==> src/rtl/cpg_sqrt_cell.sv <==
`timescale 1ns / 1ps
// One digit step of a 64-bit integer square root, registered.
// Standalone; BIT_EXP is the even bit weight that this cell tries.

module cpg_sqrt_cell #(
    parameter int BIT_EXP = 62,
    parameter int SIDE_W  = 1
) (
    input  logic              i_clk,
    input  logic              i_rst_n,
    input  logic              i_en,
    input  logic              i_valid,
    input  logic [63:0]       i_v,
    input  logic [63:0]       i_res,
    input  logic [SIDE_W-1:0] i_side,
    output logic              o_valid,
    output logic [63:0]       o_v,
    output logic [63:0]       o_res,
    output logic [SIDE_W-1:0] o_side
);

    localparam logic [63:0] TRY_BIT = 64'd1 << BIT_EXP;

    logic              r_valid;
    logic [63:0]       r_v, n_v;
    logic [63:0]       r_res, n_res;
    logic [SIDE_W-1:0] r_side;
    logic [64:0]       w_sum;
    logic              w_take;

    always_comb begin
        w_sum  = {1'b0, i_res} + {1'b0, TRY_BIT};
        w_take = ({1'b0, i_v} >= w_sum);
        n_v    = w_take ? (i_v - w_sum[63:0]) : i_v;
        n_res  = w_take ? ((i_res >> 1) + TRY_BIT) : (i_res >> 1);
    end

    always_ff @(posedge i_clk) begin
        if (!i_rst_n) begin
            r_valid <= 1'b0;
        end else if (i_en) begin
            r_valid <= i_valid;
        end
    end

    always_ff @(posedge i_clk) begin
        if (i_en) begin
            r_v    <= n_v;
            r_res  <= n_res;
            r_side <= i_side;
        end
    end

    assign o_valid = r_valid;
    assign o_v     = r_v;
    assign o_res   = r_res;
    assign o_side  = r_side;

endmodule

==> config.mk <==
export PLATFORM = sky130hd
export DESIGN_NAME = cpg_sqrt_cell
export DESIGN_NICKNAME = d
export VERILOG_FILES = /design/src/rtl/cpg_sqrt_cell.sv
export SDC_FILE = /design/constraint.sdc
export NUM_CORES = 1
export LEC_CHECK = 0
export ABC_AREA = 1
export BUFFER_PORTS_ARGS = -buffer_cell sky130_fd_sc_hd__clkbuf_2
export CAP_MARGIN = 20
export CORE_MARGIN = 2
export CORE_UTILIZATION = 50
export CTS_CLUSTER_SIZE = 16
export DETAILED_ROUTE_END_ITERATION = 7
export PLACE_DENSITY = 0.77
export RECOVER_POWER = 25
export SYNTH_ARGS = -nofsm -noshare
export SYNTH_HDL_FRONTEND = slang
export SYNTH_SLANG_ARGS = --single-unit
==> constraint.sdc <==
create_clock -name i_clk -period 5.5 [get_ports i_clk]
set_input_delay 0.275 -clock i_clk [delete_from_list [all_inputs] [get_ports i_clk]]
set_output_delay 0.275 -clock i_clk [all_outputs]
set_load 0.02 [all_outputs]
# Word-level counts from Yosys, hierarchy flattened
# Index checks and enable logic that the tools add are counted.
# word_totals
mem_count	0
rom_bits	0
inputBits	133
output_inout_bits	130
latch_bits	0
register_bits	130
word_cells	11
ram_bits	0
# op_classes
n_mux	2
eq_ne	0
bitwise	0
n_mul	0
n_reduce_logical	0
shifts	0
div_mod_pow	0
add_sub_neg	3
magnitude_cmp	1
# op_table
op	n
64-bit by 63-bit adder with 65-bit output, second input constant	1
64-bit by 65-bit greater-or-equal comparator with 1-bit output	1
63-bit by 63-bit adder with 64-bit output, second input constant	1
64-bit two-way mux	1
64-bit subtractor	1
63-bit two-way mux	1

# Logic depth before layout (Yosys ltp)
# depth
word_depth	3
mapped_depth	19

# Worst setup path before layout
# Ideal clock, no wire load.
# synth_timing
path_type	input to register
from	in i_res[62]
to	reg r_v[54], in the netlist o_v[54] (data pin)
stages	12
setup_time_ns	0.253
setup_slack_ns	3.378
n_path_buf	2
t_arrival_ns	1.869
cell_sequence	ha_1 > inv_1 > ha_1 > nand2_1 > nor2_1 > nand2_1 > nor4_2 > nand2_2 > buf_4 > buf_6 > nand3_1 > nand2_1
# synth_between
elab_chain_len	3
# synth_rtl
item	line_no	source
from (decl)	14	input logic [63:0] i_res,
64-bit by 63-bit adder with 65-bit output	32	w_sum = {1'b0, i_res} + {1'b0, TRY_BIT};
64-bit by 65-bit greater-or-equal comparator with 1-bit output	33	w_take = ({1'b0, i_v} >= w_sum);
64-bit two-way mux	34	n_v = w_take ? (i_v - w_sum[63:0]) : i_v;
named net n_v[54]	25	logic [63:0] r_v, n_v;
to (signal assigned)	48	r_v <= n_v;
to (decl)	25	
# The timed path passes the listed nets, and every way through them passes these cells.
# A chain may end at the register's enable or synchronous reset.

# Final worst setup path
# layout_timing
from	in i_en
to	reg r_res[35], in the netlist o_res[35] (enable)
# layout_lines
item	line_no	source
from (decl)	11	input logic i_en,
to (signal assigned)	49	r_res <= n_res;
to (decl)	26	logic [63:0] r_res, n_res;
# No word-level cell between the ends.

==> summary.txt <==
Status: complete, but fails checks
Failing checks: max-capacitance violations, max-slew violations
Clk slew on worst S/H paths: 0.06 ns
Clk_lat worst skew: 0.43 ns
Post-route met1 wirelength: 17,650 um
Final ANT Viol Nets: 0
Post-placement cell area: 0.01277 mm^2
Cts hold-fix bufs: 0
Met2 wire length: 16,670 um
Final hold violations: 0
CP top delay family: buffers and inverters
Hold_sp: i_side
Post-synth net total: 1,932
Final TNS setup: 0 ns
Final setup fails: 0
# IOs: 263
Routed WL per cell: 16.61 um
Worst-margin pin slew: 3.215 ns
Hold Crit Class: input port to flop
Clock Tree Root: clkbuf_16
Ys Warns: 0
CTS tree: done
CP Data Required Time: 5.55 ns
Distinct cells, synth: 31
Leakage: 7.684 nW
Mapped Cells: 1,733
Diode count: 0
Max layer used: met4
Design area: 0.01329 mm^2
Reg2Reg Launch Point: o_valid
Number of cell rows: 54
Die Wd: 154.2 um
Worst Setup Start Kind: input port
Initial Util: 0.5134
Power Dens Cells: 271.4 mW/mm^2
CTS Sinks: 130
Crit path arrival time: 3.56 ns
Htree depth: 4
Crit path capture type: flop
Share of layout cells above drive strength 1: 0.1503
Gates resized, CTS repair: 0
Initial antenna violation count: 0
F_max: 0.2848 GHz
Synthesized area: 0.01127 mm^2
Crit path max fanout: 71
Most frequent cells in the layout: nand2_1, inv_1, clkbuf_2, nand3_1, edfxtp_1
GPL Wtd Cong: 0.9683
RSZ-0062 raised after global routing: no
Final nets: 2,195
Setup bufs post-CTS: 0
Via count: 11,460
CP cell instances: clkbuf_1, buf_4
Max incr delay on CP: 2.22 ns
DR vias/cell: 5.007
Core area: 0.02196 mm^2
GRT Resource Usage Total: 0.3201
Max-slew headroom: -1.143
Slowest stage cell on the critical path: clkbuf_1
CTS Buf Count: 17
Die ar.: 0.02377 mm^2
Critical path buffers and inverters: 2
Number of enable flip-flop cells after synthesis: 129
Setup crit start: i_en
Largest net degree at the start of global routing: 72
Setup Skew: 0 ns
Seq cells post-synth: 130
Ys flop type: edfxtp_1
Final Cycle Share: 0.6384
Detailed Place HPWL: 31,470 um
Met3 Routed Length: 2695 um
Fin crit period: 3.511 ns
Worst VDD drop: 0.2386 mV
Synth Area per Inst: 6.506 um^2
Worst Setup Path Type: input port to flop
Largest buffer count on any clock path: 2
Drt total wl: 38,020 um
Sequential share of the synthesized area: 0.3454
Vias in the first global route: 10,810
GR Overflow Total: 0
FFs w/ async S/R, synth: 0
Port Buffers: 262
Initial DRT Pass Iterations: 5
Commonest non-fill, non-tap cell in the layout: nand2_1
# Max-Cap Violations: 1
First-pass GRT wire length: 57,990 um
Final Max Slew Viols: 62
Die Ht: 154.2 um
Area Overhead vs Synth: 17.83%
DRT iter0 DRCs: 909
DRC: 0
kinds of logic (layout without fill, tap and decap cells):
logic type / count (synthesis) / in the layout / synth area share
buf+inv: 429 / 705 / 0.1546
simple gates: 1025 / 1025 / 0.3787
fa+ha+maj: 66 / 66 / 0.07391
xor+xnor: 31 / 31 / 0.02408
flops: 130 / 130 / 0.3454
compound gates: 52 / 52 / 0.02342
per-layer routing:
layer / track usage / vias to the layer above
li1: - / 5788
met1: 0.4498 / 5174
met2: 0.5082 / 457
met3: 0.05355 / 42
met4: 0.09568 / 0
met5: 0 / -
final cells by class:
cell class                 count  area (um^2)
clock buffer                  18        429.2
clock inverter                14        153.9
fill                        2145         8673
inverter                     407         1528
multi-input combinational   1174         5643
sequential                   130         3894
tap                          280        350.3
timing repair buffer         266         1287
report_power, final:
group | switching [W] | total (W) | internal [W]
Clock | 0.000489 | 0.00116 | 0.000674
Sequential | 0.0000326 | 0.00127 | 0.00123
Combinational | 0.000820 | 0.00118 | 0.000358
Total | 0.00134 | 0.00361 | 0.00227
per-stage QoR:
step / util / cells / hold WS, ns / setup WS (ns) / total power (W)
final: 0.6050 / 2289 / 0.02280 / 1.989 / 0.003606
after global routing: 0.6050 / 2289 / 0.008324 / 1.627 / 0.003781
after global placement: 0.5818 / 2257 / 0.4527 / 2.522 / 0.002435
after detailed placement: 0.5818 / 2257 / 0.4567 / 2.514 / 0.002455
after CTS: 0.6083 / 2289 / 0.01186 / 2.939 / 0.003617
after floorplan: - / 1733 / 0.3685 / 3.378 / 0.002063
state kept, by name (all words and copies together) (netlist names):
signal and flops:
o_res 64, o_v 64, o_side 1, o_valid 1
worst paths after layout:
| path | endpoint | slack, ns | cells after the start |
|---|---|---|---|
| min | o_side | 0.02 | 1 |
| min reg2reg | o_valid | 0.54 | 2 |
| max reg2reg | o_valid | 4.85 | 2 |
| max | o_res[35] | 1.99 | 2 |
synthesized netlist by cell type (2+ instances only):
cell type / count / share of area
buf_4: 6 / 0.0040
nand3_1: 131 / 0.058
nand2_2: 27 / 0.015
edfxtp_1: 129 / 0.34
nor4_1: 6 / 0.0033
nor2_1: 96 / 0.032
nor2_2: 21 / 0.012
a21oi_1: 42 / 0.019
and3_1: 3 / 0.0017
nor3_1: 8 / 0.0036
buf_12: 2 / 0.0036
buf_6: 8 / 0.0080
inv_2: 5 / 0.0017
o21ai_0: 9 / 0.0040
ha_1: 65 / 0.072
inv_1: 402 / 0.13
nand2_1: 705 / 0.23
nand3b_1: 16 / 0.011
nand4_1: 7 / 0.0039
buf_2: 5 / 0.0022
xor2_1: 30 / 0.023
Power figures use the tool's default switching activity.
