## src/rtl/cpg_div_cell.sv

```systemverilog
`timescale 1ns / 1ps
// One restoring long-division step, registered: one quotient bit per cell.
// Standalone; carries a sideband vector alongside.

module cpg_div_cell #(
    parameter int NUM_W  = 44,
    parameter int DEN_W  = 13,
    parameter int SIDE_W = 1
) (
    input  logic              i_clk,
    input  logic              i_rst_n,
    input  logic              i_en,
    input  logic              i_valid,
    input  logic [NUM_W-1:0]  i_acc,
    input  logic [DEN_W-1:0]  i_rem,
    input  logic [DEN_W-1:0]  i_den,
    input  logic [SIDE_W-1:0] i_side,
    output logic              o_valid,
    output logic [NUM_W-1:0]  o_acc,
    output logic [DEN_W-1:0]  o_rem,
    output logic [DEN_W-1:0]  o_den,
    output logic [SIDE_W-1:0] o_side
);

    logic              r_valid;
    logic [NUM_W-1:0]  r_acc, n_acc;
    logic [DEN_W-1:0]  r_rem, n_rem;
    logic [DEN_W-1:0]  r_den;
    logic [SIDE_W-1:0] r_side;
    logic [DEN_W:0]    w_trial;
    logic [DEN_W:0]    w_diff;
    logic              w_take;

    always_comb begin
        w_trial = {i_rem, i_acc[NUM_W-1]};
        w_diff  = w_trial - {1'b0, i_den};
        w_take  = (w_trial >= {1'b0, i_den});
        n_rem   = w_take ? w_diff[DEN_W-1:0] : w_trial[DEN_W-1:0];
        n_acc   = {i_acc[NUM_W-2:0], w_take};
    end

    always_ff @(posedge i_clk) begin
        if (!i_rst_n) begin
            r_valid <= 1'b0;
        end else if (i_en) begin
            r_valid <= i_valid;
        end
    end

    always_ff @(posedge i_clk) begin
        if (i_en) begin
            r_acc  <= n_acc;
            r_rem  <= n_rem;
            r_den  <= i_den;
            r_side <= i_side;
        end
    end

    assign o_valid = r_valid;
    assign o_acc   = r_acc;
    assign o_rem   = r_rem;
    assign o_den   = r_den;
    assign o_side  = r_side;

endmodule

```

## config.mk

```make
export PLATFORM = sky130hd
export DESIGN_NAME = cpg_div_cell
export DESIGN_NICKNAME = d
export VERILOG_FILES = /design/src/rtl/cpg_div_cell.sv
export SDC_FILE = /design/constraint.sdc
export NUM_CORES = 1
export LEC_CHECK = 0
export ABC_AREA = 0
export BUFFER_PORTS_ARGS = -buffer_cell sky130_fd_sc_hd__buf_4
export CAP_MARGIN = 0
export CORE_ASPECT_RATIO = 1.25
export CORE_MARGIN = 2
export CORE_UTILIZATION = 50
export CTS_BUF_LIST = sky130_fd_sc_hd__clkbuf_4 sky130_fd_sc_hd__clkbuf_8 sky130_fd_sc_hd__clkbuf_16
export DETAILED_ROUTE_END_ITERATION = 10
export GPL_TIMING_DRIVEN = 1
export PLACE_DENSITY = 0.95
export SETUP_SLACK_MARGIN = 0.02
export SLEW_MARGIN = 30
export SYNTH_ARGS = -nofsm -noshare
export SYNTH_HDL_FRONTEND = slang
export SYNTH_SLANG_ARGS = --single-unit
```

## constraint.sdc

```tcl
create_clock -name i_clk -period 5.75 [get_ports i_clk]
set_input_delay 0.2875 -clock i_clk [delete_from_list [all_inputs] [get_ports i_clk]]
set_output_delay 0.2875 -clock i_clk [all_outputs]
set_load 0.05 [all_outputs]
```

# ---- Word-level counts from Yosys, hierarchy flattened
# Index checks and enable logic that the tools add are counted.
dict set report totals {
  out_inout_bits 72
  register_bits 72
  word_cells 8
  input_bits 75
}
dict set report op_classes {
  muxes 1
  add_sub_neg 1
  n_lt_le_gt_ge 1
}
# op n
set op_table {}
lappend op_table {{$ge 14x13->1} 1}
lappend op_table {{$mux 13} 1}
lappend op_table {{$sub 13x13->13} 1}

# ---- Depth between registers and ports, before layout
dict set report logic_depth {
  word_depth 2
  depth_mapped 11
  mapped_depth_nobuf 10
}

# ---- Least setup slack after synthesis
# Ideal clock, no wire load.
dict set report synth_timing {
  kind {input port to flip-flop}
  start {in i_acc[43]}
  end {reg r_rem[10] (netlist: o_rem[10]) (data pin)}
  cell_stages 11
  setup_ps 260
  arrival_time_ps 2343
  t_required_ps 5490
  n_path_buf 1
  path_slack_ps 3147
  cell_sequence {inv_1 ha_1 inv_1 fa_1 a21oi_1 o2111ai_2 a2111oi_2 or2_1 buf_6 inv_6 mux2_4}
}
dict set report synth_between {
  elab_chain_cells 2
  elab_cells_between_ends 3
  cone_classes {add/sub (1); order compare (1); mux (1)}
}
# item line
set synth_rtl {}
lappend synth_rtl {{start: declaration} 14} ;# input logic [NUM_W-1:0] i_acc,
lappend synth_rtl {{$ge 14x13->1} 37} ;# w_take = (w_trial >= {1'b0, i_den});
lappend synth_rtl {{net w_take} 32} ;# logic w_take;
lappend synth_rtl {{$mux 13} 38} ;# n_rem = w_take ? w_diff[DEN_W-1:0] : w_trial[DEN_W-1:0];
lappend synth_rtl {{net n_rem[10]} 27} ;# logic [DEN_W-1:0] r_rem, n_rem;
lappend synth_rtl {{end signal: assignment} 53} ;# r_rem <= n_rem;
lappend synth_rtl {{end: declaration} 27}
# The timed path passes the listed nets, and every way through them passes these cells.
# A chain may end at the register's enable or synchronous reset.

# ---- Worst setup path in the final report
dict set report layout_timing {
  start {in i_acc[43]}
  end {reg r_rem[8] (netlist: o_rem[8]) (data pin)}
}
# The elaborated chain is that of the path after synthesis.

==> metrics.txt <==
first-pass GRT wire length between 10 and 15 mm; cts bufs inserted 9; clk buf depth 2; area of the multi-input gates between 800 and 900 µm²; Synth async-reset ratio 0%; critical path's slowest cell a2111oi_2; final core utilization approximately 76%; Routed Antenna Nets 0; antenna violations before repair 0; Setup TNS 0 ns; Max Cap Violations 0; status finished clean; Tmin final 2.76 ns; leakage power approximately 1.9 nW; Final Hold Viols 0; Post-synth EDFFs 71; CTS tree done; RSZ-0062 raised after global routing no; vias in the first global route 2,292; Initial Utilization between 50% and 60%; WL final 8.41 mm; CP Launch Point i_acc[43]; delay-heaviest family, CP compound AO/OA/AOI/OAI gates; share of post-route cells with drive strength above 1 about half; critical path's largest stage delay about 0.47 ns; clock transition at the registers of the reported paths 0.07 ns; clock insertion delay at the later pin of the skew report 0.33 ns; total gr overflow 0; # IOs 147; Cell Pwr Density 327 nW/µm²; R2R Path Start o_valid$_SDFFE_PN0P_; Slew HR between 40% and 50%; row cnt 31; Setup Fix Bufs, Post-CTS 0; CTS root buffer clkbuf_8; Die X 74.1 µm; cells along the critical path buf_4 -> inv_1 -> ha_1 -> inv_1 -> fa_1 -> a21oi_1 -> o2111ai_2 -> a2111oi_2 -> or2_1 -> inv_6 -> mux2_4; total of warnings raised by yosys 0; path type of the worst setup path input pin to flip-flop; Bufs and invs on worst path 4; Synth Cell Area approximately 3000 µm²; DRT iter0 DRCs around 140; Synth top area share between 60 and 70%; syn_nets between 200 and 300; DP Wirelength roughly 6.3 mm; commonest cells after routing, fill and taps aside buf_4 (146), edfxtp_1 (71), inv_1 (18), ha_1 (13); Arr. time, crit path between 2 and 3 ns; Worst Path Required just under 6 ns; pin count of the biggest net entering global routing 73; Final setup viols 0; DR vias approximately 2,300; area grow syn2layout 44.6%; Wirelength per Cell around 19 µm; CP Capture Type flip-flop; number of fill cells between 300 and 400; clk_skew 0 ns; Port Buffers 146; Max VDD drop between 0.15 and 0.2 mV; H-Tree Depth 3; CP dominant cell by count inv_1; startpoint type of the worst setup path input pin; Nets 437; dpl cells between 400 and 500; post-synthesis sequential area ratio between 60% and 70%; Worst Max-Slew Pin Slew roughly 0.9 ns; post-synthesis register bit count a little over 70; synth top area cells edfxtp_1 (69%), ha_1 (5.3%), mux2_4 (3.9%), inv_1 (2.2%), a21oi_1 (1.5%); worst hold path type input pin to flip-flop; gr usage total 24.8%; Mean Syn Cell Area 16.0 µm²; CTS sink count 72; post-synth top area cell edfxtp_1; die area just under 7000 µm²; Non-Filler Instances between 400 and 500; hold path startpoint i_acc[41]; vias per inst roughly 5.2; die height just over 90 µm; crit share post-route between 40% and 50%; R2R Setup Slk approximately 5.1 ns; post_cts resized 0; Antenna diodes 0; Most used DFF post-synth edfxtp_1; RePlAce Congestion 0.939; WHS 0.126 ns; crit path max fanout 10; Final Max Slew Viols 0; hold buffers post-CTS 0; Syn Inst Count ~190; DRC viols 0; register area between 2000 and 2500 µm²; most common cell after layout, fill and taps aside buf_4; Core Box Area approximately 6000 µm²; fmax 362 MHz; synth unique cells 43; TritonRoute pass-1 iters 4
## layout make-up
class / count / share of cell area (%)
clock buffer: 9 / 2.79
clock inverter: 6 / 1.35
inverter: 19 / 1.72
multi-input combinational: 100 / 18.8
sequential: 72 / 48.4
tap: 82 / 2.31
timing repair buffer: 146 / 24.6
## Yosys cell counts (2+ instances only)
library cell and count:
edfxtp_1 71, inv_1 18, ha_1 13, a21oi_1 9, nand2_1 9, mux2_4 8
nor2_1 5, o21ai_0 5, nand3_1 4, nor3_1 4, xnor2_1 4, xor2_1 4
o211ai_1 3, a21o_1 2, mux2i_1 2, nand2b_1 2, o31ai_1 2, or3_1 2
## power by group
| part | total [mW] | internal, mW | leakage [nW] | switching [mW] |
|---|---|---|---|---|
| Combinational | 0.426 | 0.149 | 1.15 | 0.277 |
| Clock | 0.376 | 0.196 | 0.0945 | 0.180 |
| Sequential | 0.654 | 0.637 | 0.703 | 0.0176 |
## metrics by stage
stage / setup WS (ns) / instance area (µm²) / total power, mW
CTS: 3.04 / 4450 / 1.46
floorplan: 3.15 / 3080 / 0.937
finish: 2.99 / 4450 / 1.46
global placement: 2.80 / 4260 / 1.07
global route: 2.87 / 4450 / 1.50
detailed placement: 2.71 / 4260 / 1.09
## sequential cells by signal, indices dropped and copies added, names as in the netlist
signal	cells
o_rem	13
o_side	1
o_valid	1
o_den	13
o_acc	44
## per-layer routing
| layer | vias to the layer above | routed length [µm] | track usage [%] |
|---|---|---|---|
| met5 | - | 0 | 0 |
| met4 | 0 | 117 | 8.03 |
| met3 | 13 | 858 | 7.80 |
| met2 | 111 | 4530 | 44.2 |
| met1 | 1097 | 2900 | 27.3 |
| li1 | 1040 | - | - |
## worst reg2reg max path: cells and delay by family, from the launching register on
kind,cells,cell delay (ns)
AND/OR/NAND/NOR,1,0.07
flip-flops,1,0.33
multiplexers,1,0.15
## worst paths after layout
kind	endpoint	cells past startpoint
worst max register to register	o_valid$_SDFFE_PN0P_	2
worst min-delay path	o_acc[42]$_DFFE_PP_	1
worst min register to register	o_valid$_SDFFE_PN0P_	2
worst max-delay path	o_rem[8]$_DFFE_PP_	11
## kinds of logic after synthesis
kind of cell,after synthesis,synth area share [%]
and+or+nand+nor,35,5.94
AOI/OAI and AO/OA,32,8.10
buffers and inverters,20,2.85
xor gates and xnor gates,8,2.28
DFF,72,70.0
muxes,11,4.92
adders and majority gates,14,5.94
Power figures use the tool's default switching activity.
