===== src/rtl/cpg_pkg.sv =====
`timescale 1ns / 1ps
// Shared types, constants and helper functions for the polar curve point generator.
// No dependencies; cpg_ifs, cpg_cordic_cell and the top level import this package.

package cpg_pkg;

    localparam int PT_IDX_W   = 12;
    localparam int DATA_W     = 32;
    localparam int CNT_W      = 13;
    localparam int MODE_W     = 3;
    localparam int PETAL_W    = 8;
    localparam int ADDR_W     = 5;
    localparam int CW         = 34;   // CORDIC datapath width
    localparam int LIT_NUM_W  = 79;   // (a*a) << 16
    localparam int LIT_DEN_W  = 31;   // positive angle
    localparam int SQ_STEPS   = 32;
    localparam int PROD_W     = 67;   // radius product width
    localparam int PLACE_W    = 68;   // r * cos width

    localparam logic signed [CW-1:0]     GAIN_Q30     = 34'sd652032874;
    localparam logic signed [DATA_W-1:0] TURN_SCALE   = 32'sd683565276;
    localparam logic signed [67:0]       RADIUS_LIMIT = 68'sd4294967296;
    localparam logic signed [34:0]       ONE_Q30      = 35'sd1073741824;

    localparam logic [31:0] ATAN_TURNS [0:23] = '{
        32'h20000000, 32'h12E4051E, 32'h09FB385B, 32'h051111D4, 32'h028B0D43,
        32'h0145D7E1, 32'h00A2F61E, 32'h00517C55, 32'h0028BE53, 32'h00145F2F,
        32'h000A2F98, 32'h000517CC, 32'h00028BE6, 32'h000145F3, 32'h0000A2FA,
        32'h0000517D, 32'h000028BE, 32'h0000145F, 32'h00000A30, 32'h00000518,
        32'h0000028C, 32'h00000146, 32'h000000A3, 32'h00000051
    };

    typedef enum logic [MODE_W-1:0] {
        MODE_SPIRAL   = 3'd0,
        MODE_CARDIOID = 3'd1,
        MODE_LIMACON  = 3'd2,
        MODE_ROSE     = 3'd3,
        MODE_LITUUS   = 3'd4
    } t_mode;

    typedef enum logic [2:0] {
        REG_MODE   = 3'd0,
        REG_COEF_A = 3'd1,
        REG_COEF_B = 3'd2,
        REG_PETAL  = 3'd3,
        REG_T0     = 3'd4,
        REG_T1     = 3'd5,
        REG_COUNT  = 3'd6
    } t_reg_idx;

    typedef enum logic [1:0] {
        ST_OK    = 2'd0,
        ST_RANGE = 2'd1,
        ST_UNDEF = 2'd2,
        ST_SAT   = 2'd3
    } t_status;

    typedef struct packed {
        logic signed [CW-1:0] x;
        logic signed [CW-1:0] y;
        logic signed [CW-1:0] z;
    } t_cvec;

    // sideband through the lituus divider
    typedef struct packed {
        logic [31:0]        phase;
        logic [31:0]        phk;
        logic signed [31:0] theta;
        logic               bad;
        logic               pos;
    } t_side_l;

    // sideband through the square root cells
    typedef struct packed {
        t_side_l l;
        logic    clamp;
    } t_side_s;

    // sideband through the CORDIC cells
    typedef struct packed {
        logic signed [31:0] theta;
        logic               bad;
        logic               pos;
        logic [32:0]        rlit;
        logic               lclamp;
        logic               flip_m;
        logic               flip_k;
    } t_side_c;

    typedef struct packed {
        logic        ovf;
        logic [31:0] val;
    } t_sat;

    function automatic t_cvec cordic_step(input t_cvec v, input int unsigned i);
        t_cvec                o;
        logic signed [CW-1:0] dx;
        logic signed [CW-1:0] dy;
        logic signed [CW-1:0] at;
        dx = v.y >>> i;
        dy = v.x >>> i;
        at = $signed({2'b00, ATAN_TURNS[i]});
        if (!v.z[CW-1]) begin
            o.x = v.x - dx;
            o.y = v.y + dy;
            o.z = v.z - at;
        end else begin
            o.x = v.x + dx;
            o.y = v.y - dy;
            o.z = v.z + at;
        end
        return o;
    endfunction

    function automatic t_sat sat32(input logic signed [37:0] v);
        t_sat o;
        if (v > 38'sd2147483647) begin
            o.ovf = 1'b1;
            o.val = 32'h7FFF_FFFF;
        end else if (v < -38'sd2147483648) begin
            o.ovf = 1'b1;
            o.val = 32'h8000_0000;
        end else begin
            o.ovf = 1'b0;
            o.val = v[31:0];
        end
        return o;
    endfunction

endpackage


===== src/rtl/cpg_cordic_cell.sv =====
`timescale 1ns / 1ps
// One registered CORDIC rotation step for the base angle and the rose angle.
// Depends on cpg_pkg (vector type, arctangent table, step function).

module cpg_cordic_cell import cpg_pkg::*; #(
    parameter int STAGE  = 0,
    parameter int SIDE_W = 1
) (
    input  logic              i_clk,
    input  logic              i_rst_n,
    input  logic              i_en,
    input  logic              i_valid,
    input  t_cvec             i_m,
    input  t_cvec             i_k,
    input  logic [SIDE_W-1:0] i_side,
    output logic              o_valid,
    output t_cvec             o_m,
    output t_cvec             o_k,
    output logic [SIDE_W-1:0] o_side
);

    logic              r_valid;
    t_cvec             r_m, n_m;
    t_cvec             r_k, n_k;
    logic [SIDE_W-1:0] r_side;

    always_comb begin
        n_m = cordic_step(i_m, STAGE);
        n_k = cordic_step(i_k, STAGE);
    end

    always_ff @(posedge i_clk) begin
        if (!i_rst_n) begin
            r_valid <= 1'b0;
        end else if (i_en) begin
            r_valid <= i_valid;
        end
    end

    always_ff @(posedge i_clk) begin
        if (i_en) begin
            r_m    <= n_m;
            r_k    <= n_k;
            r_side <= i_side;
        end
    end

    assign o_valid = r_valid;
    assign o_m     = r_m;
    assign o_k     = r_k;
    assign o_side  = r_side;

endmodule


===== config.mk =====
export PLATFORM = sky130hd
export DESIGN_NAME = cpg_cordic_cell
export DESIGN_NICKNAME = d
export VERILOG_FILES = /design/src/rtl/cpg_pkg.sv /design/src/rtl/cpg_cordic_cell.sv
export SDC_FILE = /design/constraint.sdc
export NUM_CORES = 1
export LEC_CHECK = 0
export BUFFER_PORTS_ARGS = -buffer_cell sky130_fd_sc_hd__clkbuf_2
export CORE_ASPECT_RATIO = 0.75
export CORE_MARGIN = 4
export CORE_UTILIZATION = 35
export DETAILED_ROUTE_END_ITERATION = 16
export GPL_TIMING_DRIVEN = 0
export PLACE_DENSITY_LB_ADDON = 0.12
export SYNTH_ARGS = -nofsm -noshare
export SYNTH_HDL_FRONTEND = slang
export SYNTH_SLANG_ARGS = --single-unit
export TNS_END_PERCENT = 10

===== constraint.sdc =====
create_clock -name i_clk -period 3.4 [get_ports i_clk]
set_input_delay 0.68 -clock i_clk [delete_from_list [all_inputs] [get_ports i_clk]]
set_output_delay 0.68 -clock i_clk [all_outputs]
set_load 0.02 [all_outputs]

== Yosys cells after proc, flatten, opt, wreduce, memory -nomap -nowiden ==
Index checks and enable logic that the tools add are counted.

* Logic and storage cells: 20
* Register bits: 206
* Output and inout port bits: 206
* Input port bits: 209

* Add/subtract/negate cells: 10
* Mux-type cells: 2

{| class="wikitable"
|+ Operators with widths
! kind !! number
|-
| 102-bit two-way mux || 2
|-
| 34-bit subtractor || 4
|-
| 34-bit by 31-bit adder with 34-bit output, second input constant || 2
|-
| 34-bit adder || 2
|-
| 34-bit by 31-bit subtractor with 34-bit output, second input constant || 2
|}

== Logic depth before layout (Yosys ltp) ==
Gate-level depths: netlist (run 1).

* Depth in word-level cells: 2
* Gate-level depth with buffers: 12
* Mapped depth without buffers: 12

== Worst setup path before layout (run 1) ==
Ideal clock, no wire load.

* Path type: input to register
* Start: input i_k[34] (netlist bit)
* End: register r_k (netlist bit o_k[60]) (data pin)
* Slack: 96 ps
* Data required time: 3133 ps
* Arrival: 3037 ps
* Stages on the path: 11
* Setup time: 267 ps
* Buffers on the path: 0
* Path through: ha_1 > fa_1 > nor2b_1 > o211ai_2 > a21oi_1 > a21oi_4 > o41ai_2 > and4_1 > or4_4 > a21o_1 > xnor2_1

{| class="wikitable"
|+ RTL lines
! what !! line !! source
|-
| from (decl) || cpg_cordic_cell.sv:14 || <nowiki>input t_cvec i_k,</nowiki>
|-
| to (signal assigned) || cpg_cordic_cell.sv:43 || <nowiki>r_k <= n_k;</nowiki>
|-
| to (decl) || cpg_cordic_cell.sv:24 || <nowiki>t_cvec r_k, n_k;</nowiki>
|}

==> results of run 1 <==
worst max-delay path by stage:
stage / startpoint / to / depth (start not counted)
2_1_floorplan: i_k[34] / o_k[60] / 11
3_3_place_gp: i_en / o_valid / 3
3_5_place_dp: i_k[41] / o_k[95] / 12
4_1_cts: i_m[41] / o_m[94] / 12
5_1_grt: i_m[40] / o_m[67] / 16
6_report: i_m[38] / o_m[55] / 13
kinds of logic after synthesis:
kind of cell	share of synthesized area
xor gates and xnor gates	0.0638
and+or+nand+nor	0.133
DFF	0.340
adders and majority gates	0.151
buffers and inverters	0.0662
muxes	0.0111
AOI/OAI and AO/OA	0.234
area by class of cell:
| cell class | count | share of cell area |
|---|---|---|
| Multi-Input combinational cell | 1545 | 0.497 |
| Inverter | 217 | 0.0370 |
| Clock inverter | 14 | 0.00660 |
| Timing Repair Buffer | 422 | 0.0983 |
| Clock buffer | 27 | 0.0278 |
| Sequential cell | 204 | 0.278 |
| Antenna cell | 1 | 0.000114 |
| Tap cell | 657 | 0.0374 |
| Buffer | 89 | 0.0176 |
routing by layer:
layer / share of wire / GRT usage
met1: 0.48 / 0.393
met2: 0.39 / 0.353
met3: 0.10 / 0.0658
met4: 0.020 / 0.0508
met5: 0.00073 / 0
stage by stage:
step | hold slack, ns | util | cells
final | 0.308 | 0.436 | 3176
after global routing | 0.271 | 0.436 | 3176
after CTS | 0.260 | 0.431 | 3173
after detailed placement | 0.523 | 0.414 | 3129
after global placement | 0.517 | 0.414 | 3127
after floorplan | 0.589 | - | 2057
synth_stat cells, types with 13 or more instances:
cell type                  count
sky130_fd_sc_hd__a211oi_1     20
sky130_fd_sc_hd__edfxtp_1    203
sky130_fd_sc_hd__a21o_1       42
sky130_fd_sc_hd__nor4_1       23
sky130_fd_sc_hd__a21oi_1     254
sky130_fd_sc_hd__nand3_1      31
sky130_fd_sc_hd__o21bai_1     41
sky130_fd_sc_hd__buf_1        16
sky130_fd_sc_hd__or2_2        13
sky130_fd_sc_hd__o31ai_1      17
sky130_fd_sc_hd__nor2b_1      25
sky130_fd_sc_hd__nand2b_1     25
sky130_fd_sc_hd__ha_1        204
sky130_fd_sc_hd__nand4_1      26
sky130_fd_sc_hd__nand2_1     104
sky130_fd_sc_hd__a31oi_1      28
sky130_fd_sc_hd__xnor2_1     112
sky130_fd_sc_hd__inv_1       209
sky130_fd_sc_hd__clkbuf_1     52
sky130_fd_sc_hd__nor3_1       46
sky130_fd_sc_hd__buf_2        20
sky130_fd_sc_hd__xor2_1       19
sky130_fd_sc_hd__o211ai_1     26
sky130_fd_sc_hd__o21ai_0     145
sky130_fd_sc_hd__mux2i_1      20
sky130_fd_sc_hd__nor2_1      168
sequential cells by signal, summed over array words and instances, names as in the netlist:
signal / cells
o_m: 101
o_side: 1
o_valid: 1
o_k: 101
power groups by stage:
stage               Combinational [W]  Clock (W)  Sequential, W
finish                        0.00368    0.00253        0.00336
global placement              0.00355          0        0.00342
floorplan                     0.00172          0        0.00385
CTS                           0.00358    0.00265        0.00336
global route                  0.00395    0.00274        0.00339
detailed placement            0.00353          0        0.00341
what timing repair did:
action                                  4_1_cts  5_1_grt
hold buffers                                  0        0
pin swaps                                     3        9
endpoints found under the setup margin       32       41
setup buffers                                 3        4
gates resized for setup                      17       58
critical path, stage by stage:
cell and delay (ns):
sky130_fd_sc_hd__clkbuf_2 0.16, sky130_fd_sc_hd__inv_1 0.07, sky130_fd_sc_hd__ha_1 0.32, sky130_fd_sc_hd__buf_4 0.19, sky130_fd_sc_hd__nor2_1 0.11, sky130_fd_sc_hd__o211ai_1 0.28
sky130_fd_sc_hd__a211oi_2 0.42, sky130_fd_sc_hd__a41oi_2 0.26, sky130_fd_sc_hd__o31a_1 0.38, sky130_fd_sc_hd__o211ai_1 0.31, sky130_fd_sc_hd__a21oi_1 0.15, sky130_fd_sc_hd__o21ai_0 0.33
sky130_fd_sc_hd__xnor2_1 0.10
==> results, run 1 <==
- The flow ran to the end, but the final reports show violations.
- The final reports fail on negative setup slack.
- The congestion estimate from routability-driven global placement came to 0.968.
- The gate count after technology mapping is 2057.
- Of the available clock period, the critical path in the final layout requires 1.02.
- The later pin in the worst-skew pair is clocked with a latency of 0.54 ns.
- Setup total negative slack on the finished layout was measured at -0.0895 ns.
- The tree built by TritonCTS fans out to 204 sinks.
- The ratio of cells with drive above 1 in the final layout is 0.221.
- The first detailed-routing pass took 6 iterations.
- The final number of hold-violating endpoints was 0.
- The hold path endpoint is o_k[22].
- The initial detailed-routing violation count is 1968.
- The initial antenna violation count is 5.
- The root buffer cell chosen for the clock tree is sky130_fd_sc_hd__clkbuf_16.
- The synthesized design contains 204 register bits.
- After clock tree synthesis, the clock-pin slew on the worst setup and hold paths is 0.06 ns.
- The number of clock buffers added by TritonCTS is 24.
- Summing all non-filler instances in the final layout gives an area of 22000 um^2.
- Dividing the synthesized area by the synthesized cell count gives 8.74 um^2.
- Data on the critical path is required at its endpoint by 3.70 ns.
- In the routed layout, each cell is associated on average with a via count of 5.60.
- In the final layout, the multi-input gates occupy 10900 um^2.
- The number of violations of the max-capacitance limit is 0.
- The nature of the critical path startpoint is a primary input.
- The distinct cell type count of the synthesized netlist is 78.
- The total design power is 0.00958 W.
- The relative max-transition margin is 0.164.
- The total placed instance area is 20900 um^2.
- Counting every net in the synthesized netlist gives 2478.
- The number of rows in the core area is 71.
- For the worst setup path, the data arrival time is 3.75 ns.
- The net total in the final layout is 2924.
- Of the total power, registers draw 0.351.
- The measured slew at the worst slew-check pin is 1.22 ns.
- Entering global routing, the biggest net connects 113 pins.
- The count of pins over their slew limit was 0.
- Prior to clock tree synthesis, the placed netlist has a worst setup slack of -0.995 ns.
- TritonCTS built the clock tree.
- Of all nets on the critical path, the largest fanout is 10.
- The worst reg-to-reg setup slack is 2.80 ns.
- The count of boundary I/O pins is 415.
- The number of fillers in the final layout is 5126.
- Yosys attributes the largest share of cell area to sky130_fd_sc_hd__edfxtp_1 (34%), sky130_fd_sc_hd__ha_1 (14%), sky130_fd_sc_hd__a21oi_1 (7.1%).
- For this run, the top clock speed supported by timing is 290 MHz.
- In this run the number of H-tree levels came out at 1.
- The logic gate share of total power is 0.385.
- The wire length of the first global-routing pass is 108000 um.
- After layout, the worst setup slack is -0.0512 ns.
- The count of endpoints failing setup in the final report is 4.
- The effective utilization at floorplan is 0.356.
- The horizontal die dimension is 270 um.
- The fraction of registers with async set/reset is 0.
- The sequential area share after synthesis is 0.340.
- The cell count of the worst reg-to-reg path is 2.
- Of the total power, the share spent switching nets is 0.384.
- Of the total power, the clock network draws 0.265.
- For this run the aggregate overflow at the end of global routing stands at 0.
- The post-detailed-route count of antenna-violating nets is 0.
- The post-synthesis instance area is 18000 um^2.
- The via count of the first global-routing pass was 16900.
- The type of element capturing the critical path is a flip-flop.
- From synthesis to final layout, the design area changed by 22.3%.
- The total net switching power is 0.00368 W.
- The chip height is 204 um.
- The number of remaining DRC errors is 0.
- Setup repair after global routing could not meet its margin everywhere.
- The worst setup path is of the primary input to flip-flop kind.
- Dividing the detail-routed wire length by the instance count gives 23.3 um.
- For this block, the routed nets add up to 74100 um of wire.
- The predominant post-synthesis flop cell is sky130_fd_sc_hd__edfxtp_1.
- The floorplan step defined a core boundary enclosing 50500 um^2.
- The vias after detailed routing is 17800.
- For this design the ratio of total power to cell area is 435 nW/um^2.
- The final HPWL from detailed placement is 60300 um.
- Counting instances, the worst hold path has a depth of 1.
- Of the post-synthesis cell area, the dominant cell type holds 0.339.
- The clock passes through at most 3 buffers.
- Summed over all instances, the cell type with the most area after synthesis is sky130_fd_sc_hd__edfxtp_1.
- The floorplan step defined a die boundary enclosing 55100 um^2.
- The synthesized design contains 203 enable-type register cells.
- The setup skew after layout is 0 ns.
- The most common library cell in the layout ignoring fill and taps is sky130_fd_sc_hd__clkbuf_2.
- The yosys synthesis warning count is 0.
- In this run the worst hold path is classified as primary input to flip-flop.
- The area taken by flip-flops and latches is 6120 um^2.
- Leaving out fill and tap cells, the most frequent cells in the layout are sky130_fd_sc_hd__clkbuf_2 (421), sky130_fd_sc_hd__a21oi_1 (252), sky130_fd_sc_hd__inv_1 (209), sky130_fd_sc_hd__ha_1 (204), sky130_fd_sc_hd__edfxtp_1 (203).
- Port buffering added 413 buffers.
- In this run the static leakage power is 9.75 nW.
- The endpoint of the worst register-to-register path is o_valid.
- The peak ir drop on the vdd network is 326 uV.
- The global routing usage summed across all routing layers is 0.254.
- The worst path in the final design needs a cycle of 3.45 ns, including I/O delays and setup.
- The startpoint identified for the worst hold timing path is i_k[22].
- The cell internal power dissipation is 0.00590 W.
- The worst reg2reg path startpoint is o_valid.
(Power assumes the default switching activity.)
==> run 2: changes to the inputs <==
- MAX_ROUTING_LAYER: not set -> met4
==> run 2 against run 1 <==
The run still ends with negative setup slack left. Count of clock-buffer cells in the layout increased by 7. Fmax decreased by 0.19%. Clock skew unchanged. Non-clock buffer count increased by 5. Clock power increased by 3%. Sequential power about the same. Critical path depth unchanged. Power increased by 1.1%. Die area unchanged. Critical path type unchanged.
==> results, run 2 (synthesis gave the netlist of run 1 again) <==
- The run finished, with violations left.
- The final reports fail on negative setup slack.
- The critical path goes through clkbuf_2, inv_1, ha_1, clkbuf_1, a21oi_1, o21ai_0, a221oi_1, o21ai_0, a31oi_2, nor4_1, nor2_1, a31oi_1, xor2_1.
- The count of endpoints failing setup in the final report was 2 (-2).
- The chip height was 204 um (unchanged).
- The setup skew after layout is 0 ns (unchanged).
- The data required time at the worst endpoint is 3.68 ns (-0.02 ns).
- The multi-input gate area in the final layout is 11000 um^2 (+0.32%).
- The hold path startpoint is i_k[17].
- TritonCTS built the clock tree.
- The number of remaining DRC errors is 0 (unchanged).
- The number of CTS-inserted buffers is 24 (unchanged).
- The hold path endpoint is o_k[17].
- The power density over the cells came to 437 nW/um^2 (+0.47%).
- The worst endpoint data arrival time came to 3.74 ns (about the same).
- The cell type of the slowest stage on the worst timing path is sky130_fd_sc_hd__clkbuf_1.
- The count of pins over their slew limit is 0 (unchanged).
- The net total in the final layout is 2929 (+0.17%).
- The number of sinks on the clock net was 204 (unchanged).
- The final wirelength was 75200 um (+1.5%).
- The effective utilization at floorplan is 0.356 (unchanged).
- The residual overflow from global routing is 0 (unchanged).
- STA classifies the critical path endpoint as a flip-flop.
- The hold-critical path depth is 1 (unchanged).
- The final HPWL from detailed placement came to 61000 um (+1.3%).
- The relative max-transition margin is 0.290 (+0.125).
- The ratio of cells with drive above 1 in the final layout is 0.224 (+0.00326).
- In this run the critical register-to-register path is captured at o_valid.
- The total placed instance area is 20900 um^2 (about the same).
- The final number of hold-violating endpoints is 0 (unchanged).
- The number of buffers between clock root and the deepest sink is 3 (unchanged).
- The initial detailed-routing violation count came to 1866 (-5.2%).
- The growth of design area from synthesis to finish is 23.1%.
- The clock latency of the later-clocked register in the worst-skew pair came to 0.54 ns (about the same).
- The global routing usage summed across all routing layers came to 0.266 (+0.0116).
- The setup TNS was -0.102 ns (-0.0128 ns).
- The measured slew at the worst slew-check pin was 1.07 ns (-0.156 ns).
- The final setup slack of the worst path came to -0.0577 ns (-0.00651 ns).
- The final cell area excluding filler cells is 22100 um^2 (+0.59%).
- The cell leakage power came to 9.78 nW (+0.35%).
- The number of rows in the core area is 71 (unchanged).
- The final critical-path required period is 3.46 ns (+0.00651 ns).
- The largest net degree at the start of global routing is 107 (-5.3%).
- The maximum single-stage delay on the critical path was 0.50 ns (+0.08 ns).
- The critical path is of the primary input to flip-flop type.
- Leaving out fill and tap cells, the most frequent cells in the layout are sky130_fd_sc_hd__clkbuf_2 (420), sky130_fd_sc_hd__a21oi_1 (251), sky130_fd_sc_hd__inv_1 (208), sky130_fd_sc_hd__ha_1 (204), sky130_fd_sc_hd__edfxtp_1 (203).
- The initial antenna violation count is 3 (-2).
- STA classifies the critical path startpoint as a primary input.
- The peak ir drop on the vdd network is 301 uV (-7.6%).
- The most common library cell in the layout ignoring fill and taps is sky130_fd_sc_hd__clkbuf_2.
- The wire length of the first global-routing pass was 109000 um (+1.0%).
- The die outline area is 55100 um^2 (unchanged).
- The worst hold path belongs to the class primary input to flip-flop.
- The hold buffer count at CTS is 0 (unchanged).
- The post-detailed-route count of antenna-violating nets is 0 (unchanged).
- The horizontal die dimension is 270 um (unchanged).
- The total design power is 0.00968 W (+1.1%).
- The routed length per instance is 23.6 um (+1.1%).
- The mean number of vias per cell is 5.60 (about the same).
- The iteration count of the initial detailed-routing pass came to 5 (-1).
- The cell repeated most along the worst path is sky130_fd_sc_hd__o21ai_0.
- The count of boundary I/O pins is 415 (unchanged).
- The pre-CTS worst setup slack is -1.29 ns (-0.292 ns).
- Setup repair after global routing could not meet its margin everywhere.
- The ratio of final minimum period to clock period came to 1.02 (+0.00191).
- The number of violations of the max-capacitance limit is 0 (unchanged).
- The via count of the first global-routing pass is 16800 (-0.38%).
- The achievable frequency came to 289 MHz (-0.19%).
- The worst reg2reg path startpoint is o_valid.
- The buffer cell driving the clock tree root is sky130_fd_sc_hd__clkbuf_16.
- The vias after detailed routing is 17900 (+0.30%).
- The placer congestion estimate is 0.999 (+3.2%).
- The number of fillers in the final layout is 5046 (-1.6%).
- The cell count of the worst reg-to-reg path is 2 (unchanged).
- The placeable core area is 50500 um^2 (unchanged).
- The number of port buffers came to 413 (unchanged).
- The clock slew seen by the registers of the worst setup and hold paths is 0.06 ns (about the same).
- The worst reg-to-reg setup slack is 2.80 ns (about the same).
- The area taken by flip-flops and latches is 6120 um^2 (unchanged).
- The level count of the clock H-tree came to 1 (unchanged).
- The worst-path maximum fanout came to 10 (unchanged).
run 2: where the power goes:
part	total [W]	switching, W	internal, W	leakage [nW]
Sequential	0.00336	0.000115	0.00324	1.99
Combinational	0.00372	0.00251	0.00121	7.41
Clock	0.00260	0.00107	0.00153	0.377
Total	0.00968	0.00369	0.00598	9.78
run 2: timing repair:
action / 4_1_cts / 5_1_grt
buffers inserted: 3 / 10
pin swaps: 3 / 15
gates resized for setup: 20 / 61
hold endpoints to repair: 0 / 0
gates cloned: 0 / 0
setup endpoints to repair: 34 / 50
run 2: critical path: cells and delay by family:
family                   cells  cell delay (ns)
XOR/XNOR                     1             0.09
AND/OR/NAND/NOR              2             0.63
buffers and inverters        3             0.64
adder cells (fa/ha/maj)      1             0.38
AO/OA/AOI/OAI                6             1.30
run 2: worst max path at each step:
stage	start	to	slack (ns)
floorplan	i_k[34]	o_k[60]	0.1
global placement	i_en	o_valid	-1.66
detailed placement	i_m[38]	o_m[97]	-1.29
CTS	i_m[38]	o_m[55]	-0.04
global route	i_m[56]	o_m[100]	-0.09
finish	i_m[51]	o_m[100]	-0.06
run 2: stage by stage:
stage	utilization	std cells	hold slack (ns)
global placement	0.414	3127	0.517
detailed placement	0.414	3128	0.515
floorplan	-	2057	0.589
finish	0.438	3188	0.314
CTS	0.432	3175	0.262
global route	0.438	3187	0.273
run 2: final cells by class:
class | count | share of cell area
antenna | 5 | 0.000566
clock buffer | 34 | 0.0302
multi-input combinational | 1545 | 0.496
inverter | 217 | 0.0370
sequential | 204 | 0.276
tap | 657 | 0.0372
clock inverter | 10 | 0.00554
buffer | 89 | 0.0173
timing repair buffer | 427 | 0.100
run 2: routing by layer:
layer,track usage,part of all wire,up-vias
li1,-,-,8296
met1,0.400,0.48,8599
met2,0.355,0.40,884
met3,0.0697,0.10,76
met4,0.0544,0.019,0
met5,-,0,-
==> run 3: changes to the inputs <==
- ABC_AREA: not set -> 1
- SLEW_MARGIN: not set -> 20
==> run 3 against run 2 <==
The flow now finishes without violations. Cell count is 38% higher. Worst setup slack better by 0.48 ns. Clock skew stayed put. Fmax is 16% higher. Non-clock buffer count is 11 lower. Synthesized area is 17% higher. Critical path type unchanged. Highest routed layer unchanged.
==> results, run 3 <==
- The sequential area share after synthesis is 0.291 (-0.0494).
- The clock tree from TritonCTS is built.
- The measured slew at the worst slew-check pin was 1.20 ns (+0.134 ns).
- The final number of hold-violating endpoints is 0 (unchanged).
- The distinct cell type count of the synthesized netlist is 48 (-38%).
- The worst setup path is captured at a flip-flop.
- The net total in the final layout is 3999 (+37%).
- The initial detailed-routing violation count is 2798 (+50%).
- The hold-critical path depth is 1 (unchanged).
- The number of synthesized flops with an enable pin is 203 (unchanged).
- The setup skew after layout came to 0 ns (unchanged).
- The die outline area was 64100 um^2 (+16%).
- The synthesized netlist net count is 3558 (+44%).
- The cell leakage power was 12.8 nW (+31%).
- The chip height is 220 um (+7.8%).
- The iteration count of the initial detailed-routing pass is 6 (+1).
- The most common library cell in the layout ignoring fill and taps is sky130_fd_sc_hd__nand2_1.
- The final wirelength is 90300 um (+20%).
- The ratio of final minimum period to clock period is 0.875 (-0.142).
- By instance count, the leading cell after synthesis is sky130_fd_sc_hd__nand2_1.
- The number of sinks on the clock net was 204 (unchanged).
- The count of pins over their slew limit is 0 (unchanged).
- The peak ir drop on the vdd network is 321 uV (+6.4%).
- The worst reg2reg path startpoint is o_valid.
- The mean cell area of the mapped netlist came to 6.70 um^2 (-23%).
- Tracing the worst setup path back leads to its startpoint at i_k[48].
- The horizontal die dimension is 291 um (+7.9%).
- STA classifies the critical path startpoint as a primary input.
- The placer congestion estimate is 1.03 (+2.8%).
- In this run the clock root is driven by a sky130_fd_sc_hd__clkbuf_16.
- The share of Yosys cell area claimed by the top area cell type was 0.290 (-0.0492).
- The power density over the cells is 395 nW/um^2 (-9.7%).
- The relative max-transition margin is 0.200 (-0.0891).
- The number of rows in the core area was 77 (+8.5%).
- The data required time at the worst endpoint is 3.64 ns (-0.04 ns).
- In the layout the commonest cells are sky130_fd_sc_hd__nand2_1 (919), sky130_fd_sc_hd__inv_1 (466), sky130_fd_sc_hd__clkbuf_2 (414), sky130_fd_sc_hd__nand3_1 (323), sky130_fd_sc_hd__nor2_1 (264).
- After synthesis, the cell types taking the most area are sky130_fd_sc_hd__edfxtp_1 (29%), sky130_fd_sc_hd__nand2_1 (16%), sky130_fd_sc_hd__ha_1 (12%).
- The post-synthesis instance area came to 21000 um^2 (+17%).
- The yosys synthesis warning count came to 0 (unchanged).
- The fraction of registers with async set/reset is 0 (unchanged).
- The number of port buffers is 413 (unchanged).
- The routed length per instance was 20.6 um (-13%).
- The largest net degree at the start of global routing was 89 (-17%).
- The number of remaining DRC errors is 0 (unchanged).
- The worst-path maximum fanout is 9 (-1).
- The multi-input gate area in the final layout came to 12500 um^2 (+14%).
- The post-CTS repair timing setup buffer count is 0 (-3).
- The placeable core area came to 59200 um^2 (+17%).
- The number of fillers in the final layout is 6492 (+29%).
- The number of violations of the max-capacitance limit is 0 (unchanged).
- The area taken by flip-flops and latches is 6120 um^2 (unchanged).
- The number of CTS-inserted buffers is 24 (unchanged).
- The count of endpoints failing setup in the final report came to 0 (-2).
- The final critical-path required period is 2.98 ns (-0.483 ns).
- The worst-case hold slack is 0.300 ns (-0.0133 ns).
- The hold buffer count at CTS is 0 (unchanged).
- The final HPWL from detailed placement came to 75900 um (+24%).
- The clock latency of the later-clocked register in the worst-skew pair is 0.55 ns (about the same).
- The number of buffers between clock root and the deepest sink is 3 (unchanged).
- The predominant post-synthesis flop cell is sky130_fd_sc_hd__edfxtp_1.
- The count of boundary I/O pins is 415 (unchanged).
- The worst reg-to-reg setup slack is 2.76 ns (-0.04 ns).
- The via count of the first global-routing pass is 19900 (+18%).
- The endpoint of the worst register-to-register path is o_valid.
- The global routing usage summed across all routing layers was 0.277 (+0.0106).
- The worst endpoint data arrival time is 3.22 ns (-0.52 ns).
- After synthesis, the most frequently instantiated cells are sky130_fd_sc_hd__nand2_1 (919), sky130_fd_sc_hd__inv_1 (466), sky130_fd_sc_hd__nand3_1 (323).
- The worst setup path category is primary input to flip-flop.
- The achievable frequency is 336 MHz (+16%).
- The number of flip-flops and latches in the synthesized netlist was 204 (unchanged).
- The effective utilization at floorplan is 0.355 (-0.000761).
- The gate count after technology mapping is 3137 (+53%).
- The post-cts repair resize count is 0 (-100%).
- The hold path startpoint is i_k[17].
- The cell count of the worst reg-to-reg path is 2 (unchanged).
- The residual overflow from global routing came to 0 (unchanged).
- Setup repair after global routing left no endpoint under its margin.
- The worst hold path belongs to the class primary input to flip-flop.
- The hold path endpoint is o_k[17].
- The final cell area excluding filler cells is 24900 um^2 (+13%).
- The ratio of cells with drive above 1 in the final layout is 0.156 (-0.0681).
- The total placed instance area is 24100 um^2 (+16%).
- The level count of the clock H-tree is 1 (unchanged).
- The final antenna diode count is 0 (-5).
- The mean number of vias per cell came to 5.21 (-6.9%).
- The post-detailed-route count of antenna-violating nets came to 0 (unchanged).
- The vias after detailed routing is 22900 (+28%).
- The clock slew seen by the registers of the worst setup and hold paths is 0.06 ns (about the same).
- The initial antenna violation count is 2 (-1).
- The growth of design area from synthesis to finish is 18.4%.
- The synthesized design spends more area on one cell type than any other, namely sky130_fd_sc_hd__edfxtp_1.
- The wire length of the first global-routing pass is 130000 um (+20%).
- The flow ran to the end, and the final reports show no timing, DRC or antenna violations.
[run 3: area by class of cell]
class,instances,share of cell area
inverters,475,0.0716
plain buffers,90,0.0236
repair buffers,415,0.0855
clock buffers,30,0.0250
flip-flops and latches,204,0.246
well taps,790,0.0397
multi-input cells,2368,0.504
clock inverters,14,0.00548
[run 3: through the flow]
| step | std cells | TNS [ns] | total power, W | setup WS (ns) | utilization |
|---|---|---|---|---|---|
| after floorplan | 3137 | 0 | 0.00572 | 0.980 | - |
| after global placement | 4340 | -356.46 | 0.00728 | -1.92 | 0.407 |
| after detailed placement | 4342 | 0 | 0.00726 | 0.134 | 0.408 |
| after CTS | 4386 | 0 | 0.00989 | 0.736 | 0.421 |
| after global routing | 4386 | 0 | 0.0104 | 0.389 | 0.421 |
| final | 4386 | 0 | 0.00984 | 0.425 | 0.421 |
[run 3: metal layers]
layer	vias up	wire length [um]	track usage
li1	11000	-	-
met4	0	1400	0.0395
met5	-	0	-
met1	10400	44200	0.436
met2	1313	32100	0.342
met3	57	12600	0.0828
[run 3: worst max path at each step]
stage,endpoint,slack (ns),cells after the start
6_report,o_k[49],0.42,10
2_1_floorplan,o_m[100],0.98,13
3_3_place_gp,o_valid,-1.92,3
5_1_grt,o_k[49],0.39,12
3_5_place_dp,o_k[49],0.13,12
4_1_cts,o_k[49],0.74,12
[run 3: power by group]
group | internal (W) | switching (W)
clock | 0.00145 | 0.00107
combinational | 0.00117 | 0.00287
sequential | 0.00317 | 0.000102
[run 3: cells by family (layout without fill, tap and decap cells)]
kind of cell | count (synthesis) | after routing | share of synthesized area
buffers and inverters | 565 | 1024 | 0.113
XOR/XNOR | 56 | 56 | 0.0233
multiplexers | 2 | 2 | 0.000952
adder cells (fa/ha/maj) | 212 | 212 | 0.129
AO/OA/AOI/OAI | 487 | 487 | 0.123
flip-flops | 204 | 204 | 0.291
AND/OR/NAND/NOR | 1611 | 1611 | 0.320
[run 3: critical path: stages]
cell and delay [ns]:
sky130_fd_sc_hd__clkbuf_2 0.11, sky130_fd_sc_hd__inv_1 0.05, sky130_fd_sc_hd__ha_1 0.28, sky130_fd_sc_hd__buf_4 0.17
sky130_fd_sc_hd__a21oi_1 0.35, sky130_fd_sc_hd__o21ai_0 0.31, sky130_fd_sc_hd__a21oi_1 0.19, sky130_fd_sc_hd__nand2_1 0.24
sky130_fd_sc_hd__xor2_1 0.21, sky130_fd_sc_hd__o21ai_0 0.63
